==> src/wbps_pkg.sv <==
package wbps_pkg;

    // fixed field widths of the stream items
    localparam int BYTE_W     = 8;
    localparam int INDEX_W    = 7;
    localparam int LENGTH_W   = 8;
    localparam int OFFSET_W   = 32;
    // pattern positions a load item can address
    localparam int LOADABLE_DEPTH = 2 ** INDEX_W;

    // input item commands
    typedef enum logic [1:0] {
        CMD_LOAD    = 2'd0,
        CMD_SCAN    = 2'd1,
        CMD_RESTART = 2'd2
    } cmd_e;

    // configuration register indexes
    localparam logic CFG_PATTERN_LENGTH = 1'b0;
    localparam logic CFG_REPORT_ALL     = 1'b1;

    // configuration reset values
    localparam logic [LENGTH_W-1:0] PATTERN_LENGTH_RESET = 8'd1;
    localparam logic                REPORT_ALL_RESET     = 1'b1;

    // one input item
    typedef struct packed {
        logic [1:0]         cmd;
        logic [BYTE_W-1:0]  data_byte;
        logic               care;
        logic [INDEX_W-1:0] pattern_index;
        logic               end_of_data;
    } item_t;

    // per-item strobes, high in the cycle the item is processed
    typedef struct packed {
        logic load;
        logic scan;
        logic restart;
    } step_t;

    // one result item
    typedef struct packed {
        logic                valid;
        logic                matched;
        logic [OFFSET_W-1:0] match_offset;
        logic                done_res;
        logic                any_found;
    } result_t;

endpackage

==> src/wbps_match_cells.sv <==
module wbps_match_cells #(
    parameter int MAX_PATTERN_LEN = 128,
    parameter int LEN_W           = 8
) (
    input  logic                          clk,
    input  logic                          rst_n,
    input  wbps_pkg::step_t               step,
    input  wbps_pkg::item_t               item,
    input  logic [LEN_W-1:0]              len_eff,
    output logic                          hit
);

    logic [MAX_PATTERN_LEN-1:0] prog_reg;
    logic [MAX_PATTERN_LEN-1:0] prog_next;
    logic [MAX_PATTERN_LEN-1:0] last_mask;

    // one cell per pattern position: stored entry, compare, shift-and update
    for (genvar j = 0; j < MAX_PATTERN_LEN; j++) begin : g_pos
        logic [wbps_pkg::BYTE_W-1:0] pat_byte;
        logic                        pat_care;
        logic                        eq;
        logic                        prev;

        if (j < wbps_pkg::LOADABLE_DEPTH) begin : g_store
            logic [wbps_pkg::BYTE_W-1:0] pat_byte_reg;
            logic                        pat_care_reg;

            // pattern entry write on a load transfer
            always_ff @(posedge clk)
            begin
                if (step.load && (item.pattern_index == wbps_pkg::INDEX_W'(j)))
                begin
                    pat_byte_reg <= item.data_byte;
                    pat_care_reg <= item.care;
                end
            end

            assign pat_byte = pat_byte_reg;
            assign pat_care = pat_care_reg;
        end
        else begin : g_unreachable
            // positions no load can address read as a wildcard
            assign pat_byte = '0;
            assign pat_care = 1'b0;
        end

        if (j == 0) begin : g_first
            assign prev = 1'b1;
        end
        else begin : g_rest
            assign prev = prog_reg[j-1];
        end

        assign eq = !pat_care || (pat_byte == item.data_byte);
        assign prog_next[j] = (LEN_W'(j) < len_eff) && prev && eq;
        assign last_mask[j] = (LEN_W'(j + 1) == len_eff);
    end

    // a match ends here when the last active position lights up
    assign hit = |(prog_next & last_mask);

    // partial match vector
    always_ff @(posedge clk or negedge rst_n)
    begin
        if (!rst_n)
        begin
            prog_reg <= '0;
        end
        else if (step.restart)
        begin
            prog_reg <= '0;
        end
        else if (step.scan)
        begin
            prog_reg <= prog_next;
        end
    end

endmodule

==> src/wbps_scan_ctrl.sv <==
module wbps_scan_ctrl #(
    parameter int LEN_W = 8
) (
    input  logic                 clk,
    input  logic                 rst_n,
    input  wbps_pkg::step_t      step,
    input  logic                 end_of_data,
    input  logic                 hit,
    input  logic [LEN_W-1:0]     len_eff,
    input  logic                 report_all,
    output wbps_pkg::result_t    result
);

    logic [wbps_pkg::OFFSET_W-1:0] pos_reg;
    logic [wbps_pkg::OFFSET_W-1:0] pos_next;
    logic                          found_reg;
    logic                          found_next;
    logic                          report;
    logic [wbps_pkg::OFFSET_W-1:0] start;

    // report decision and start offset of the match
    always_comb
    begin
        report = step.scan && hit && (report_all || !found_reg);
        start  = pos_reg - (wbps_pkg::OFFSET_W'(len_eff) - wbps_pkg::OFFSET_W'(1));
    end

    // offset counter and found flag
    always_comb
    begin
        pos_next   = pos_reg;
        found_next = found_reg;
        if (step.restart)
        begin
            pos_next   = '0;
            found_next = 1'b0;
        end
        else if (step.scan)
        begin
            pos_next   = pos_reg + wbps_pkg::OFFSET_W'(1);
            found_next = found_reg || report;
        end
    end

    always_ff @(posedge clk or negedge rst_n)
    begin
        if (!rst_n)
        begin
            pos_reg   <= '0;
            found_reg <= 1'b0;
        end
        else
        begin
            pos_reg   <= pos_next;
            found_reg <= found_next;
        end
    end

    // result fields, valid on a report or on a scan item that ends the data
    always_comb
    begin
        result.valid        = step.scan && (report || end_of_data);
        result.matched      = report;
        result.match_offset = report ? start : '0;
        result.done_res     = end_of_data;
        result.any_found    = found_reg || report;
    end

endmodule

==> src/wildcard_byte_pattern_search_unit.sv <==
// Wildcard byte pattern search. Load transfers (tuser = load) write pattern
// positions of a byte and a care bit, care 0 being a wildcard; scan transfers
// feed one stream byte each, with tlast on the last byte of the data; a restart
// transfer clears the partial matches, the offset counter and the found flag
// but keeps the pattern. Each reported match gives one result with the 32-bit
// stream offset of its first byte; the last byte of the data always gives a
// result with tlast set and any_found telling whether a match was reported since
// restart. With report_all at 0 only the first match after a restart is
// reported. Each item goes through an input register, one pass through the
// per-position compare cells and the shift-and vector, then the result
// register, so one transfer is taken every clock while the result side keeps
// up. Pattern positions must be loaded before they are used; the user must
// write configuration only while idle, which the block does not enforce.
module wildcard_byte_pattern_search_unit #(
    parameter int MAX_PATTERN_LEN = 128
) (
    input  logic        clk,
    input  logic        rst_n,
    // configuration write port
    input  logic        cfg_we,
    input  logic        cfg_index,
    input  logic [7:0]  cfg_wdata,
    // input stream
    input  logic        s_tvalid,
    output logic        s_tready,
    input  logic [15:0] s_tdata,   // data_byte[7:0], care[8], pattern_index[15:9]
    input  logic [1:0]  s_tuser,   // cmd[1:0]
    input  logic        s_tlast,   // end_of_data
    // result stream
    output logic        m_tvalid,
    input  logic        m_tready,
    output logic [39:0] m_tdata,   // matched[0], match_offset[32:1], any_found[33], zero
    output logic        m_tlast    // done_res
);

    localparam int LEN_W = $clog2(MAX_PATTERN_LEN + 1);
    localparam int CMP_W = (LEN_W > wbps_pkg::LENGTH_W) ? LEN_W : wbps_pkg::LENGTH_W;

    logic [wbps_pkg::LENGTH_W-1:0] len_cfg_reg;
    logic                          report_all_reg;
    logic [LEN_W-1:0]              len_eff;

    logic                          s1_valid_reg;
    wbps_pkg::item_t               s1_item_reg;
    logic                          advance;
    wbps_pkg::step_t               step;
    logic                          hit;
    wbps_pkg::result_t             result;

    logic                          m_valid_reg;
    wbps_pkg::result_t             m_res_reg;

    // configuration registers
    always_ff @(posedge clk or negedge rst_n)
    begin
        if (!rst_n)
        begin
            len_cfg_reg    <= wbps_pkg::PATTERN_LENGTH_RESET;
            report_all_reg <= wbps_pkg::REPORT_ALL_RESET;
        end
        else if (cfg_we)
        begin
            unique case (cfg_index)
                wbps_pkg::CFG_PATTERN_LENGTH: len_cfg_reg    <= cfg_wdata;
                wbps_pkg::CFG_REPORT_ALL:     report_all_reg <= cfg_wdata[0];
                default:                      len_cfg_reg    <= len_cfg_reg;
            endcase
        end
    end

    // length in use: zero reads as one, saturated at the pattern depth
    always_comb
    begin
        if (len_cfg_reg == '0)
        begin
            len_eff = LEN_W'(1);
        end
        else if (CMP_W'(len_cfg_reg) > CMP_W'(MAX_PATTERN_LEN))
        begin
            len_eff = LEN_W'(MAX_PATTERN_LEN);
        end
        else
        begin
            len_eff = LEN_W'(len_cfg_reg);
        end
    end

    // handshake: the pipe moves whenever the result register can take a value
    assign advance  = !m_valid_reg || m_tready;
    assign s_tready = !s1_valid_reg || advance;

    // input register
    always_ff @(posedge clk or negedge rst_n)
    begin
        if (!rst_n)
        begin
            s1_valid_reg <= 1'b0;
        end
        else if (s_tready)
        begin
            s1_valid_reg <= s_tvalid;
        end
    end

    always_ff @(posedge clk)
    begin
        if (s_tvalid && s_tready)
        begin
            s1_item_reg.cmd           <= s_tuser;
            s1_item_reg.data_byte     <= s_tdata[7:0];
            s1_item_reg.care          <= s_tdata[8];
            s1_item_reg.pattern_index <= s_tdata[15:9];
            s1_item_reg.end_of_data   <= s_tlast;
        end
    end

    // command decode for the item being processed
    always_comb
    begin
        step.load    = s1_valid_reg && advance && (s1_item_reg.cmd == wbps_pkg::CMD_LOAD);
        step.scan    = s1_valid_reg && advance && (s1_item_reg.cmd == wbps_pkg::CMD_SCAN);
        step.restart = s1_valid_reg && advance && (s1_item_reg.cmd == wbps_pkg::CMD_RESTART);
    end

    wbps_match_cells #(
        .MAX_PATTERN_LEN (MAX_PATTERN_LEN),
        .LEN_W           (LEN_W)
    ) u_cells (
        .clk     (clk),
        .rst_n   (rst_n),
        .step    (step),
        .item    (s1_item_reg),
        .len_eff (len_eff),
        .hit     (hit)
    );

    wbps_scan_ctrl #(
        .LEN_W (LEN_W)
    ) u_ctrl (
        .clk         (clk),
        .rst_n       (rst_n),
        .step        (step),
        .end_of_data (s1_item_reg.end_of_data),
        .hit         (hit),
        .len_eff     (len_eff),
        .report_all  (report_all_reg),
        .result      (result)
    );

    // result register
    always_ff @(posedge clk or negedge rst_n)
    begin
        if (!rst_n)
        begin
            m_valid_reg <= 1'b0;
        end
        else if (advance)
        begin
            m_valid_reg <= result.valid;
        end
    end

    always_ff @(posedge clk)
    begin
        if (advance && result.valid)
        begin
            m_res_reg <= result;
        end
    end

    assign m_tvalid = m_valid_reg;
    assign m_tdata  = {6'b0, m_res_reg.any_found, m_res_reg.match_offset, m_res_reg.matched};
    assign m_tlast  = m_res_reg.done_res;

    // a reported match is always counted as found
    a_match_implies_found: assert property (@(posedge clk) disable iff (!rst_n)
        (m_tvalid && m_tdata[0]) |-> m_tdata[33])
        else $error("match reported without any_found");

    // no match means the offset field reads zero
    a_offset_zero: assert property (@(posedge clk) disable iff (!rst_n)
        (m_tvalid && !m_tdata[0]) |-> (m_tdata[32:1] == 32'd0))
        else $error("nonzero offset without a match");

    // every result carries a match or the end of data
    a_result_reason: assert property (@(posedge clk) disable iff (!rst_n)
        m_tvalid |-> (m_tdata[0] || m_tlast))
        else $error("result with neither match nor end of data");

    // an empty result register never blocks the input
    a_ready_when_empty: assert property (@(posedge clk) disable iff (!rst_n)
        !m_tvalid |-> s_tready)
        else $error("input stalled with the result register empty");

endmodule
==> config.mk <==
export PLATFORM = sky130hd
export DESIGN_NAME = wildcard_byte_pattern_search_unit
export DESIGN_NICKNAME = d
export VERILOG_FILES = /design/src/wbps_pkg.sv /design/src/wbps_match_cells.sv /design/src/wbps_scan_ctrl.sv /design/src/wildcard_byte_pattern_search_unit.sv
export SDC_FILE = /design/constraint.sdc
export NUM_CORES = 2
export LEC_CHECK = 0
export BUFFER_PORTS_ARGS = -buffer_cell sky130_fd_sc_hd__buf_2
export CAP_MARGIN = 20
export CORE_AREA = 2 2 370 280
export CTS_BUF_LIST = sky130_fd_sc_hd__clkbuf_8
export DETAILED_ROUTE_END_ITERATION = 12
export DIE_AREA = 0 0 372 282
export PLACE_DENSITY = 0.77
export SYNTH_ARGS = -nofsm -noshare
export SYNTH_HDL_FRONTEND = slang
export SYNTH_SLANG_ARGS = --single-unit
==> constraint.sdc <==
create_clock -name clk -period 10.12 [get_ports clk]
set_input_delay 2.024 -clock clk [delete_from_list [all_inputs] [get_ports clk]]
set_output_delay 2.024 -clock clk [all_outputs]
set_load 0.02 [all_outputs]
======== After elaboration in Yosys (flattened, before gate mapping) ========
Index checks and enable logic that the tools add are counted.
storage, ports and cells
  logic and storage cells ................. 1462
  register bits after elaboration ......... 1377
  output and inout bits ................... 43
  input port bits ......................... 33
operators by class
  bitwise operators ....................... 2
  reductions and logical operators ........ 663
  multiplexer cells ....................... 8
  add/subtract/negate cells ............... 3
  eq/ne operators ......................... 385
  $lt $le $gt $ge ......................... 129
operator list
  operator                                                             count
  8-bit == test                                                        128
  7-bit by 8-bit == test with 1-bit output, first input constant       64
  7-bit by 8-bit < comparator with 1-bit output, first input constant  64
  7-bit == test, second input constant                                 64
  1-bit logical AND                                                    392
  6-bit by 8-bit == test with 1-bit output, first input constant       32
  6-bit by 8-bit < comparator with 1-bit output, first input constant  32
  127-bit two-way mux                                                  2
  7-bit by 6-bit == test with 1-bit output, second input constant      32
  1-bit logical OR                                                     133
  1-bit logical NOT                                                    131
  128-bit bitwise AND                                                  1
  5-bit by 8-bit == test with 1-bit output, first input constant       16
  5-bit by 8-bit < comparator with 1-bit output, first input constant  16
  128-bit OR reduction                                                 1
  7-bit by 5-bit == test with 1-bit output, second input constant      16
  4-bit by 8-bit == test with 1-bit output, first input constant       8
  4-bit by 8-bit < comparator with 1-bit output, first input constant  8
  32-bit two-way mux                                                   2
  7-bit by 4-bit == test with 1-bit output, second input constant      8
  32-bit by 1-bit adder with 32-bit output, second input constant      1
  3-bit by 8-bit == test with 1-bit output, first input constant       4
  3-bit by 8-bit < comparator with 1-bit output, first input constant  4
  32-bit subtractor                                                    1
  other kinds (20)                                                     30

======== Depth between registers and ports, before layout ========
  depth in word-level cells ............... 13
  mapped depth ............................ 20
  mapped depth without buffers ............ 17

======== By module ========
A second synthesis with hierarchy kept.
second synthesis, totals
  cell total of the unflattened synthesis .. 4470
  area total of the unflattened synthesis .. 61291.3 um2
by module, submodules not included
  module                             cells an instance  instances  area an instance (um2)
  wbps_match_cells                   3879               1          55385.6
  wbps_scan_ctrl                     488                1          3698.5
  wildcard_byte_pattern_search_unit  103                1          2207.1

======== Worst setup path after synthesis ========
OpenSTA, ideal clock, no wires.
  kind .................................... reg-to-reg
  from .................................... register s1_item_reg[13] (netlist bit)
  to ...................................... register m_res_reg, in the netlist m_tdata[0], enable pin
  path slack .............................. 4.701 ns
  cell stages (with the launch flop) ...... 16
  buffers on the path ..................... 5
  arrival time ............................ 5.028 ns
  cell sequence ........................... edfxtp_1 > buf_4 > buf_4 > buf_2 > buf_2 > xnor2_1 > nand4_1 > o21ai_0 > nand3_1 > o32ai_1 > nor3_1 > o221ai_1 > a211o_1 > o21ba_1 > buf_6 > a21o_1
RTL lines
  item                    line                                      source
  start: declaration      wildcard_byte_pattern_search_unit.sv:44   wbps_pkg::item_t s1_item_reg;
  end signal: assignment  wildcard_byte_pattern_search_unit.sv:167  m_res_reg <= result;
  end: declaration        wildcard_byte_pattern_search_unit.sv:51   wbps_pkg::result_t m_res_reg;

======== Worst setup path in the final report ========
  from .................................... register len_cfg_reg[6] (netlist bit)
  to ...................................... register m_res_reg, in the netlist m_tdata[13], enable pin
on the way
  word-level cells in the longest chain between the ends .. 13
  elaborated cells between the ends (all ways) .. 522
RTL lines
  item                                                                   line                                      source
  start: declaration                                                     wildcard_byte_pattern_search_unit.sv:39   logic [wbps_pkg::LENGTH_W-1:0] len_cfg_reg;
  start signal: assignment                                               wildcard_byte_pattern_search_unit.sv:58   len_cfg_reg <= wbps_pkg::PATTERN_LENGTH_RESET;
  start signal: assignment                                               wildcard_byte_pattern_search_unit.sv:64   wbps_pkg::CFG_PATTERN_LENGTH: len_cfg_reg <= cfg_wdata;
  start signal: assignment                                               wildcard_byte_pattern_search_unit.sv:66   default: len_cfg_reg <= len_cfg_reg;
  8-bit greater-than comparator                                          wildcard_byte_pattern_search_unit.sv:78   else if (CMP_W'(len_cfg_reg) > CMP_W'(MAX_PATTERN_LEN))
  8-bit two-way mux                                                      wildcard_byte_pattern_search_unit.sv:78
  8-bit two-way mux *                                                    wildcard_byte_pattern_search_unit.sv:74   if (len_cfg_reg == '0)
  1-bit by 8-bit < comparator with 1-bit output (tied with other cells)  wbps_match_cells.sv:55                    assign prog_next[j] = (LEN_W'(j) < len_eff) && prev && eq;
  1-bit logical AND (2 in series)                                        wbps_match_cells.sv:55
  128-bit bitwise AND *                                                  wbps_match_cells.sv:60                    assign hit = |(prog_next & last_mask);
  128-bit OR reduction *                                                 wbps_match_cells.sv:60
  1-bit logical AND * (2 in series)                                      wbps_scan_ctrl.sv:24                      report = step.scan && hit && (report_all || !found_reg);
  1-bit logical OR *                                                     wbps_scan_ctrl.sv:62                      result.valid = step.scan && (report || end_of_data);
  1-bit logical AND *                                                    wbps_scan_ctrl.sv:62
  1-bit logical AND *                                                    wildcard_byte_pattern_search_unit.sv:165  if (advance && result.valid)
Mark *: on every way between the ends. The rest lies on a longest branch, timed or not.
A chain may end at the register's enable or synchronous reset.

==> metrics.cfg <==
[grt]
grt_start_max_net_pins = 121
grt_pass1_vias = 34700
grt.overflow.total = 0
grt_usage_pct = 30.7
antenna_found_initial = 10
grt_pass1_wl_mm = 234

[detailed_routing]
routed.top_layer = met5
routed_wl_mm = 159
final_antenna_net_count = 0
wl_per_cell_um = 26.8
drc = 0
met3_length_mm = 15.7
vias_per_cell = 6.06
met2_length_mm = 67.4
vias = 36100
drt-initial-drc-count = 4144
drt_first_pass_iters = 6
drt-met1-wl_mm = 71.2

[sta]
period_share_pct = 66.8
setup_ws_ps = 3360
worst_slew_pin_slew_ps = 1230
fmax_mhz = 148
relSlewSlack_pct = 17.0
rsz0062_at_grt = no
final_max_slew_viol_count = 0
hold_viol_final = 0
setup_tns_ps = 0
finClkSkew_ps = 38.7
min_period_ps = 6760
whs_ps = 468
setup_viol = 0

[power]
power.density_nw_per_um2 = 171
p_comb_share_pct = 7.9
ir_drop_mv = 0.128
power.share.switching_pct = 24.6
power_mw = 11.2
seqPwrFrac_pct = 55.4
p_leak_nw = 21.3
power.internal_mw = 8.48
p_sw_mw = 2.76
clockPowerShare_pct = 36.7

[floorplanning]
io_pins = 76
die_x_um = 372
dieArea_um2 = 105000
start_util_pct = 59.7
num_rows = 101
fp.dieH_um = 282
fp.coreArea_um2 = 101000

[logic_synthesis]
yosysTopAreaCellShare_pct = 60.1
synth.distinct_cells = 78
synth-main-ff-cell = edfxtp_1
synthesis.area_um2 = 60300
synthCells = 4301
synth_area_per_cell_um2 = 14.0
netlist_top_cells_area = edfxtp_1, xnor2_1, dfrtp_1
synth-seq-area-share_pct = 67.2
synth_seq_cells = 1377
synth_warnings = 0
synth_area_leader_cell = edfxtp_1
synth_edf_count = 1206
async_flop_share_pct = 12.4

[worst_setup_path]
worstRegToRegCells = 17
r2r-start = len_cfg_reg[6]$_DFFE_PN0P_
crit_type = flip-flop to flip-flop
end_kind = flip-flop
reg2reg_to = m_tdata[13]$_SDFFCE_PN0P_
worst-r2r-setup-slack_ps = 3360
crit_path_start = len_cfg_reg[6]$_DFFE_PN0P_
worst_setup_path_start_kind = flip-flop
worst-endpoint-required_ps = 10740
critPathMaxFanout = 34
cp.arrival_ps = 7380
crit_path_end = m_tdata[13]$_SDFFCE_PN0P_

[finish]
nNetsFinal = 4530
instances_no_fill = 5958
final_util_pct = 65.2
final_cell_mix = edfxtp_1, xnor2_1, nand2_1, nand4_1, o21ai_0
layout_commonest_cell = edfxtp_1
largest_reg_flops = 1024
drive_above_1_share_pct = 9.40
syn2layout_area_growth_pct = 9.14
fin_area_um2 = 65800

[cts]
cts_buffer_depth = 3
h-tree-depth = 4
cts.sinks = 1377
clk_latency_ps = 920
clk_pin_slew_ps = 60
cts_made_buffers = 199
ctsHoldBuffers = 0
cts_setup_buffers = 0
cts-resized-gates = 0
cts_tree = done
clock-root-buffer = clkbuf_8

[place]
place_hpwl_mm = 101
dp_slack_ps = 3460
post-place-cells = 5590
dpl_cell_area_um2 = 62100
portBuffers = 69
globalplace.congestion = 1.07

[min_path]
hold_path.class = flip-flop to flip-flop

[outcome]
status = finished, final reports clean

[flow_run]
drv_cap = 0

power groups by stage:
stage,Clock (mW),Combinational (mW),Sequential (mW)
6_report,4.13,0.885,6.23
5_1_grt,4.43,0.932,6.23
4_1_cts,4.20,0.867,6.23
3_5_place_dp,0,0.863,6.35
3_3_place_gp,0,0.854,6.35
2_1_floorplan,0,0.523,6.38
critical path, cell delays in order, from the launching register on:
cell and delay (ps):
dfrtp_1 680, or2_1 740, nor2_1 300, a21boi_0 650, inv_1 190, ha_1 510, nor2_1 200, nor2_1 60
buf_4 200, o21ai_0 220, or3_1 150, a21oi_1 70, a2111oi_0 680, nand4_1 310, or4_1 620, o21ba_1 370
a21o_1 230, buf_4 260
how the worst min path moves through the flow:
stage                     slack [ps]                               from  depth (start not counted)                                 to
after floorplan                  430  u_cells.prog_reg[118]$_DFFE_PN0P_                          2  u_cells.prog_reg[118]$_DFFE_PN0P_
after global placement           440  u_cells.prog_reg[118]$_DFFE_PN0P_                          2  u_cells.prog_reg[118]$_DFFE_PN0P_
after detailed placement         450    u_cells.prog_reg[9]$_DFFE_PN0P_                          2    u_cells.prog_reg[9]$_DFFE_PN0P_
after CTS                        470    u_cells.prog_reg[9]$_DFFE_PN0P_                          2    u_cells.prog_reg[9]$_DFFE_PN0P_
after global routing             500   u_cells.prog_reg[87]$_DFFE_PN0P_                          2   u_cells.prog_reg[87]$_DFFE_PN0P_
final                            470    u_cells.prog_reg[9]$_DFFE_PN0P_                          2    u_cells.prog_reg[9]$_DFFE_PN0P_
cells in the mapped netlist, types with 9 or more instances:
library cell and number:
a21boi_0 11, nand2_1 257, xnor2_1 913, and3_1 17, nor2b_1 9, clkbuf_1 68
and2_1 18, o21ai_0 241, o31ai_1 15, a21o_1 19, o22ai_1 18, dfrtp_1 169
o32ai_1 10, ha_1 38, nand3_1 78, nand2b_1 17, o2111ai_1 39, edfxtp_1 1206
nor3_1 61, buf_2 59, a22o_1 19, nand4_1 252, inv_1 22, buf_4 65
or3_1 11, a21oi_1 65, nor2_1 228, xor2_1 171, o211ai_1 31, buf_6 9
nor4_1 41
routing by layer:
layer	GRT usage, %	vias up
li1	-	16100
met1	46.3	17900
met2	42.7	1739
met3	8.45	329
met4	11.0	6
met5	0.183	-
final cells by class:
class,count,area (um^2)
timing repair buffer,158,1270
antenna,3,7.51
sequential,1377,40500
clock inverter,149,769
multi-input combinational,2699,18600
clock buffer,210,2890
tap,1339,1680
fill,7216,35200
inverter,23,86.3
cells by family (layout without fill, tap and decap cells):
logic type,after synthesis,in the layout,synth area share [%]
adders and majority gates,39,39,0.822
muxes,4,4,0.0747
xor gates and xnor gates,1084,1084,15.7
and+or+nand+nor,1033,1033,8.55
other,2,10,0.0125
DFF,1377,1377,67.2
AOI/OAI and AO/OA,532,532,5.56
buffers and inverters,230,540,2.07
Power figures use the tool's default switching activity.
